$ cat src/hdl/rrs_pkg.sv
`timescale 1ns / 1ps
// ----------------------------------------------------------------------------
// rrs_pkg
// Field widths and fixed constants of the raid-5 request splitter.
// ----------------------------------------------------------------------------
package rrs_pkg;

  localparam int ADDR_W      = 48;
  localparam int LEN_W       = 25;
  localparam int DISK_W      = 4;
  localparam int PLEN_W      = 20;
  localparam int NDISK_W     = 5;
  localparam int PIECE_LIMIT = 64;
  localparam int PIECE_W     = $clog2(PIECE_LIMIT);
  localparam int MIN_DISKS   = 3;

  localparam logic [DISK_W-1:0] DISK_COUNT_RESET = 4'd4;

endpackage

$ cat src/hdl/raid5_request_splitter.sv
`timescale 1ns / 1ps
// ----------------------------------------------------------------------------
// raid5_request_splitter
// Cuts a logical request into chunk pieces over a raid-5 array with rotating
// parity and gives disk, parity disk, disk offset and length for each piece.
// ----------------------------------------------------------------------------
// A request is taken only while the block is idle. Its start chunk is divided
// by the data disk count with a shared one-bit-per-cycle restoring divider,
// which yields stripe, data index and parity disk in one pass over the
// ADDR_W - log2(CHUNK_BYTES) stripe bits of the offset. Then one piece is
// produced per cycle while the output register is free, up to 64 pieces,
// and the next request can be taken in the cycle after the last piece is
// registered. A zero-length request gives no piece and leaves the block
// idle. CHUNK_BYTES must be a power of two. disk_count is clamped to
// 3 .. MAX_DISKS for the mapping and must only be written while no request
// is in flight.
module raid5_request_splitter #(
  parameter int CHUNK_BYTES = 524288,
  parameter int MAX_DISKS   = 10
) (
  input  logic                              clk,
  input  logic                              rst,
  input  logic                              cfg_we,
  input  logic [rrs_pkg::DISK_W-1:0]        cfg_data,
  input  logic                              in_valid,
  output logic                              in_ready,
  input  logic [rrs_pkg::ADDR_W-1:0]        byte_offset,
  input  logic [rrs_pkg::LEN_W-1:0]         byte_length,
  output logic                              out_valid,
  input  logic                              out_ready,
  output logic [rrs_pkg::DISK_W-1:0]        data_disk,
  output logic [rrs_pkg::DISK_W-1:0]        parity_disk,
  output logic [rrs_pkg::ADDR_W-1:0]        disk_offset,
  output logic [rrs_pkg::PLEN_W-1:0]        piece_length,
  output logic                              last_piece
);

  localparam int CB   = $clog2(CHUNK_BYTES);
  localparam int SW   = rrs_pkg::ADDR_W - CB;
  localparam int CNTW = $clog2(SW + 1);
  localparam int LW   = (CB + 1 > rrs_pkg::LEN_W) ? CB + 1 : rrs_pkg::LEN_W;
  localparam int NW   = rrs_pkg::NDISK_W;
  localparam int DW   = rrs_pkg::DISK_W;

  localparam logic [NW-1:0] N_MIN = NW'(rrs_pkg::MIN_DISKS);
  localparam logic [NW-1:0] N_MAX = NW'(MAX_DISKS);
  localparam logic [LW-1:0] CHUNK = LW'(CHUNK_BYTES);

  typedef enum logic [1:0] {ST_IDLE, ST_DIVIDE, ST_EMIT} state_t;

  state_t                       state;
  logic [DW-1:0]                disk_count;
  logic [NW-1:0]                n_eff;
  logic [DW-1:0]                d_eff;
  logic [SW-1:0]                acc;      // dividend, then quotient (stripe)
  logic [DW-1:0]                rem_d;    // running remainder, then data index
  logic [NW-1:0]                par;      // stripe mod n
  logic [CNTW-1:0]              step_cnt;
  logic [CB-1:0]                coff;
  logic [rrs_pkg::LEN_W-1:0]    rem_len;
  logic [rrs_pkg::PIECE_W-1:0]  piece_cnt;

  // clamped disk count for a new request
  logic [NW-1:0]                n_clamp;
  logic [rrs_pkg::ADDR_W:0]     end_full;
  logic [rrs_pkg::LEN_W-1:0]    len_clip;

  always_comb begin
    n_clamp = {1'b0, disk_count};
    if (n_clamp < N_MIN) n_clamp = N_MIN;
    if (n_clamp > N_MAX) n_clamp = N_MAX;
    end_full = {1'b0, byte_offset} + (rrs_pkg::ADDR_W + 1)'(byte_length);
    // end clipped at the top of the address space
    if (end_full[rrs_pkg::ADDR_W])
      len_clip = rrs_pkg::LEN_W'(~byte_offset + 1'b1);
    else
      len_clip = byte_length;
  end

  // shared divider step
  logic [DW:0]   div_try;
  logic          div_ge;
  logic [DW-1:0] div_r;
  logic [NW:0]   par_try;
  logic [NW-1:0] par_r;

  always_comb begin
    div_try = {rem_d, acc[SW-1]};
    div_ge  = div_try >= {1'b0, d_eff};
    div_r   = div_ge ? DW'(div_try - {1'b0, d_eff}) : div_try[DW-1:0];
    par_try = {par, div_ge};
    par_r   = (par_try >= {1'b0, n_eff}) ? NW'(par_try - {1'b0, n_eff})
                                         : par_try[NW-1:0];
  end

  // piece generation
  logic [LW-1:0] cap;
  logic [LW-1:0] plen;
  logic          last_c;
  logic [DW-1:0] disk_c;
  logic          load;
  logic [DW:0]   didx_inc;
  logic [NW-1:0] par_inc;

  always_comb begin
    cap      = CHUNK - LW'(coff);
    plen     = (cap < LW'(rem_len)) ? cap : LW'(rem_len);
    last_c   = (LW'(rem_len) == plen) ||
               (piece_cnt == rrs_pkg::PIECE_W'(rrs_pkg::PIECE_LIMIT - 1));
    disk_c   = ({1'b0, rem_d} < par) ? rem_d : DW'(rem_d + 1'b1);
    load     = (state == ST_EMIT) && (!out_valid || out_ready);
    didx_inc = {1'b0, rem_d} + 1'b1;
    par_inc  = par + 1'b1;
  end

  assign in_ready = (state == ST_IDLE);

  always_ff @(posedge clk) begin
    if (rst) begin
      state      <= ST_IDLE;
      disk_count <= rrs_pkg::DISK_COUNT_RESET;
      out_valid  <= 1'b0;
    end else begin
      if (cfg_we) disk_count <= cfg_data;

      if (load) begin
        out_valid <= 1'b1;
      end else if (out_ready) begin
        out_valid <= 1'b0;
      end

      case (state)
        ST_IDLE: begin
          if (in_valid && byte_length != '0) begin
            n_eff     <= n_clamp;
            d_eff     <= DW'(n_clamp - 1'b1);
            acc       <= byte_offset[rrs_pkg::ADDR_W-1:CB];
            coff      <= byte_offset[CB-1:0];
            rem_len   <= len_clip;
            rem_d     <= '0;
            par       <= '0;
            step_cnt  <= CNTW'(SW);
            piece_cnt <= '0;
            state     <= ST_DIVIDE;
          end
        end
        ST_DIVIDE: begin
          acc      <= {acc[SW-2:0], div_ge};
          rem_d    <= div_r;
          par      <= par_r;
          step_cnt <= step_cnt - 1'b1;
          if (step_cnt == CNTW'(1)) state <= ST_EMIT;
        end
        ST_EMIT: begin
          if (load) begin
            data_disk    <= disk_c;
            parity_disk  <= par[DW-1:0];
            disk_offset  <= {acc, coff};
            piece_length <= plen[rrs_pkg::PLEN_W-1:0];
            last_piece   <= last_c;
            rem_len      <= rem_len - rrs_pkg::LEN_W'(plen);
            coff         <= '0;
            piece_cnt    <= piece_cnt + 1'b1;
            // step to the next chunk of the array
            if (didx_inc == {1'b0, d_eff}) begin
              rem_d <= '0;
              acc   <= acc + 1'b1;
              par   <= (par_inc == n_eff) ? '0 : par_inc;
            end else begin
              rem_d <= didx_inc[DW-1:0];
            end
            if (last_c) state <= ST_IDLE;
          end
        end
        default: state <= ST_IDLE;
      endcase
    end
  end

endmodule
$ cat config.mk
export PLATFORM = sky130hd
export DESIGN_NAME = raid5_request_splitter
export DESIGN_NICKNAME = d
export VERILOG_FILES = /design/src/hdl/rrs_pkg.sv /design/src/hdl/raid5_request_splitter.sv
export SDC_FILE = /design/constraint.sdc
export NUM_CORES = 1
export LEC_CHECK = 0
export BUFFER_PORTS_ARGS = -buffer_cell sky130_fd_sc_hd__buf_2
export CORE_ASPECT_RATIO = 2
export CORE_MARGIN = 2
export CORE_UTILIZATION = 37
export CTS_CLUSTER_SIZE = 24
export DETAILED_ROUTE_END_ITERATION = 10
export PLACE_DENSITY = 0.62
export SYNTH_ARGS = -nofsm -noshare
export SYNTH_HDL_FRONTEND = slang
export SYNTH_SLANG_ARGS = --single-unit
$ cat constraint.sdc
create_clock -name clk -period 9.1 [get_ports clk]
set_input_delay 2.73 -clock clk [delete_from_list [all_inputs] [get_ports clk]]
set_output_delay 2.73 -clock clk [all_outputs]
set_load 0.05 [all_outputs]
# ---- Word-level counts from Yosys, hierarchy flattened
# Cells that the tools add are included.
dict set report op_classes {
  n_addsub 13
  magnitude_cmp 6
  n_eq_ne 12
  n_mux 38
  bitwise_logic 2
  n_reduce_logical 18
}
# cell count
set op_table {}
lappend op_table {{$mux W25} 4}
lappend op_table {{$mux W29} 3}
lappend op_table {{$pmux W29 S3} 1}
lappend op_table {{$pmux W25 S2} 1}
lappend op_table {{$add A48 B25 Y49} 1}
lappend op_table {{$mux W19} 2}
lappend op_table {{$pmux W19 S2} 1}
lappend op_table {{$mux W5} 6}
lappend op_table {{$add A29 B1 Y29 const B} 1}
lappend op_table {{$mux W4} 7}
lappend op_table {{$add A25 B1 Y25 const B} 1}
lappend op_table {{$eq A25 B25 Y1} 1}
lappend op_table {{$lt A25 B25 Y1} 1}
lappend op_table {{$not A25 Y25} 1}
lappend op_table {{$reduce_bool A25 Y1} 1}
lappend op_table {{$sub A25 B25 Y25} 1}
lappend op_table {{$sub A20 B19 Y21 const A} 1}
lappend op_table {{$pmux W5 S3} 1}
lappend op_table {{$mux W6} 2}
lappend op_table {{$pmux W4 S3} 1}
lappend op_table {{$pmux W6 S2} 1}
lappend op_table {{$reduce_and A4 Y1} 3}
lappend op_table {{$pmux W5 S2} 1}
lappend op_table {{$reduce_and A3 Y1} 3}
lappend op_table {{32 further kinds} 43}
dict set report word_totals {
  reg_bits 186
  inputBits 82
  output_inout_bits 79
  elab_cells 106
}

# ---- Depth between registers and ports, before layout
dict set report logic_depth {
  ltp_word 8
  mapped_depth 29
  ltp_nobuf 26
}

# ---- Least setup slack after synthesis
# No wires, ideal clock.
dict set report synth_timing {
  kind {input to register}
  from {in rst}
  to {reg data_disk[0] (netlist name) (enable)}
  setup_ps 607
  t_arrival_ps 8230
  required_ps 8493
  setup_slack_ps 263
  stages 2
  path_buffers 1
  path_cell_list {clkbuf_1 -> nor3_1}
}
dict set report synth_between {
  elab_chain_len 2
}
# item line_no
set synth_rtl {}
lappend synth_rtl {{start: declaration} raid5_request_splitter.sv:22} ;# input logic rst,
lappend synth_rtl {{$not A1 Y1 (no line)} --}
lappend synth_rtl {{$reduce_and A3 Y1 (no line)} --}
lappend synth_rtl {{end signal: assignment} raid5_request_splitter.sv:156} ;# data_disk <= disk_c;
lappend synth_rtl {{end: declaration} raid5_request_splitter.sv:31} ;# output logic [rrs_pkg::DISK_W-1:0] data_disk,
# Every way passes these cells.
# A chain may end at the register's enable or synchronous reset.

# ---- Worst setup path after layout
dict set report layout_timing {
  from {reg coff[8]}
  to {reg rem_len[11] (netlist name) (data pin)}
}
dict set report layout_between {
  elab_chain_len 6
}
# item line_no
set layout_rtl {}
lappend layout_rtl {{start: declaration} raid5_request_splitter.sv:59} ;# logic [CB-1:0] coff;
lappend layout_rtl {{start signal: assignment} raid5_request_splitter.sv:138} ;# coff <= byte_offset[CB-1:0];
lappend layout_rtl {{$sub A20 B19 Y21 *} raid5_request_splitter.sv:106} ;# cap = CHUNK - LW'(coff);
lappend layout_rtl {{$lt A25 B25 Y1} raid5_request_splitter.sv:107} ;# plen = (cap < LW'(rem_len)) ? cap : LW'(rem_len);
lappend layout_rtl {{$mux W25 *} raid5_request_splitter.sv:107}
lappend layout_rtl {{$sub A25 B25 Y25 *} raid5_request_splitter.sv:161} ;# rem_len <= rem_len - rrs_pkg::LEN_W'(plen);
lappend layout_rtl {{$mux W25 *} raid5_request_splitter.sv:155} ;# if (load) begin
lappend layout_rtl {{$pmux W25 S2 *} raid5_request_splitter.sv:132} ;# case (state)
lappend layout_rtl {{end signal: assignment} raid5_request_splitter.sv:139} ;# rem_len <= len_clip;
lappend layout_rtl {{end signal: assignment} raid5_request_splitter.sv:161}
lappend layout_rtl {{end: declaration} raid5_request_splitter.sv:60} ;# logic [rrs_pkg::LEN_W-1:0] rem_len;
# Every way passes the cells marked *; elsewhere a longest branch is shown, timed or not. The select of a mux whose other input is x is not followed.

==> run_results.csv <==
group,metric,value,unit
outcome,status,"completed",
critical_path,max_stage_delay,1.05,ns
sta,period_share,81.4,%
placed_design,routabilityCongestion,0.878,
global_routing,grt_pass1_wl,58100,um
layout,final_nets,1613,
floorplanning,die_area,0.0358,mm^2
synth,netlist_area,0.0127,mm^2
sta,tightest_slew,1.26,ns
clock_tree,htreeDepth,4,
sta,hold_viol_final,0,
critical_path,cp.required,9.27,ns
synth,ys_types,79,
sta,maxSlewHeadroom,15.4,%
global_routing,grt_max_degree,68,
synth,seq_area_frac_synth,43.3,%
synth,synthCells,1307,
clock_tree,clock-sinks,185,
synth,ys_warn_count,0,
critical_path,start_kind,"register",
sta,rsz0062_at_grt,"false",
clock_tree,clkTransAtPathRegs,0.07,ns
sta,fin_crit,7.41,ns
clock_tree,root_buffer,"clkbuf_16",
power_and_ir_drop,powerDensity,260,mW/mm^2
hold_path,hold_path_class,"register to register",
floorplanning,fp.dieH,266,um
layout,fill_cells,3237,
global_routing,grt_pass1_vias,10400,
synth,syn_nets,1467,
placed_design,numPortBuffers,160,
sta,clock_skew,0.0135,ns
sta,setup_viol,0,
power_and_ir_drop,leakage,0.00569,uW
clock_tree,cts_resized,0,
clock_tree,clk_latency,0.47,ns
routing,first_pass_iters,5,
layout,drive_above_1_share,16.0,%
placed_design,dp_cells,1870,
routing,drt-initial-drc-count,700,
critical_path,critical_path_arrival,7.58,ns
global_routing,overflow,0,
sta,tns,0,ns
synth,async_flop_share,0,%
critical_path,critPathCaptureType,"register",
power_and_ir_drop,vdd_drop_max,0.000173,V
layout,fin_cells,1903,
clock_tree,cts_made_buffers,17,
routing,vias_per_cell,5.62,
routing,drcViolationCount,0,
critical_path,slowest_stage,"nor4_1",
floorplanning,ios,161,
critical_path,path_max_fanout,16,
routing,via_count,10700,
clock_tree,post_cts_buffers,0,
synth,syn-mean-instance-area,9.69,um^2
synth,synth_ff_type,"edfxtp_1",
floorplanning,die_w,135,um
routing,totalWireLength,38200,um
sta,max_freq,135,MHz
floorplanning,coreArea,0.0336,mm^2
synth,synth_edf_count,178,
layout,areaGrowthSynthToFinish,15.2,%
critical_path,path_cells,"or4_1 -> nor4_1 -> nand2_1 -> xor2_1 -> ha_1 -> nand4_1 -> nor4bb_1 -> o2111a_1 -> nor2_4 -> nor2_1 -> a21oi_1 -> ha_1 -> nor2b_1 -> o21a_1 -> o221a_2 -> a2111oi_0 -> nor3_1 -> a31oi_1 -> o21ai_0 -> nor2_1 -> a311oi_1 -> a41oi_1",
synth,ys_seq_elements,185,
run,max_cap_violations,0,
routing,ant_nets,0,
global_routing,grt_util_all_layers,21.3,%
routing,wl_per_cell,20.1,um
critical_path,criticalPathCategory,"register to register",
floorplanning,rows,95,
clock_tree,clk_path_buf_depth,2,
floorplanning,start_util,37.6,%
clock_tree,tritoncts,"yes",
clock_tree,ctsHoldBuffers,0,
placed_design,place_hpwl,29800,um
sta,finalMaxSlewViolations,0,
global_routing,antenna_found_initial,4,
[logic make-up after synthesis]
logic type / after synthesis / synth area share [%]
AOI/OAI and AO/OA: 309 / 15.7
xor gates and xnor gates: 115 / 8.62
adders and majority gates: 83 / 8.29
buffers and inverters: 125 / 3.79
DFF: 185 / 43.3
muxes: 21 / 1.75
and+or+nand+nor: 469 / 18.5
[sequential cells by signal, indices dropped and copies added, names as in the netlist, 5 cells and up]
name and count:
coff 19, piece_length 20, piece_cnt 6, disk_offset 48
step_cnt 5, rem_len 25, par 5, acc 29
[Yosys cell counts, types with 7 or more instances]
| cell | n | area (um^2) |
|---|---|---|
| nand4_1 | 23 | 144 |
| a21oi_1 | 82 | 410 |
| clkbuf_1 | 42 | 158 |
| a211oi_1 | 12 | 90.1 |
| nand2b_1 | 19 | 119 |
| nand2_1 | 103 | 387 |
| or4_1 | 10 | 75.1 |
| a31oi_1 | 21 | 131 |
| nand3_1 | 41 | 205 |
| and3_1 | 12 | 75.1 |
| dfxtp_1 | 7 | 140 |
| o21ai_0 | 66 | 330 |
| inv_1 | 74 | 278 |
| a21o_1 | 18 | 135 |
| nor3_1 | 33 | 165 |
| nor2b_1 | 39 | 244 |
| xor2_1 | 38 | 333 |
| ha_1 | 75 | 938 |
| or3_1 | 12 | 75.1 |
| a22oi_1 | 35 | 263 |
| mux2i_1 | 15 | 150 |
| and2_1 | 8 | 50.1 |
| edfxtp_1 | 178 | 5350 |
| nor2_1 | 127 | 477 |
| xnor2_1 | 70 | 613 |
| nor4_1 | 21 | 131 |
[metrics by stage]
step | worst slack (ns) | utilization (%) | hold WS [ns] | power [uW] | area (um^2)
after global placement | 1.97 | 41.6 | 0.508 | 2990 | 14000
after CTS | 1.82 | 43.3 | 0.535 | 3800 | 14600
after global routing | 1.31 | 43.3 | 0.545 | 4020 | 14600
final | 1.69 | 43.3 | 0.532 | 3790 | 14600
after detailed placement | 1.83 | 41.6 | 0.515 | 3020 | 14000
after floorplan | 0.263 | - | 0.424 | 2550 | 12700
[critical path: cells and delay by family, from the launching register on]
family,cells,cell delay [ns]
simple gates,10,3.59
xor+xnor,1,0.22
compound gates,9,2.07
flops,1,0.62
fa+ha+maj,2,0.60
[power by group]
group	internal, uW	leakage, uW	switching [uW]	total (uW)
sequential	1210	0.00170	200	1410
combinational	584	0.00371	1020	1600
clock	413	0.000287	368	780
total	2200	0.00569	1580	3790
[layout make-up]
class	count	area (um^2)	share of cell area, %
antenna	1	2.50	0.0172
clock buffer	18	429	2.94
clock inverter	14	161	1.11
inverter	74	278	1.90
multi-input combinational	997	6740	46.3
sequential	185	5490	37.6
tap	436	546	3.74
timing repair buffer	178	936	6.42
[final timing paths]
check                               from  slack (ns)                   endpoint  depth (start not counted)
hold reg to reg   coff[18]$_SDFFCE_PP0P_        0.53  disk_offset[18]$_DFFE_PP_                          0
hold / removal    coff[18]$_SDFFCE_PP0P_        0.53  disk_offset[18]$_DFFE_PP_                          0
setup / recovery   coff[8]$_SDFFCE_PP0P_        1.69      rem_len[11]$_DFFE_PP_                         22
setup reg to reg   coff[8]$_SDFFCE_PP0P_        1.69      rem_len[11]$_DFFE_PP_                         22
[layout by cell type (no fill, tap or decap), types with 38 or more instances in the layout]
cell	instances
edfxtp_1	178
nor2b_1	39
xor2_1	38
o21ai_0	66
xnor2_1	70
buf_2	160
a21oi_1	82
ha_1	73
nor2_1	125
nand3_1	41
inv_1	74
nand2_1	103
[routing by layer]
metal / global-route usage [%] / part of all wire, %
met1: 21.6 / 35
met4: 11.0 / 4.5
met2: 40.7 / 55
met5: 0 / 0.063
met3: 3.64 / 4.9
No activity file was read; power rests on OpenSTA's default activity.
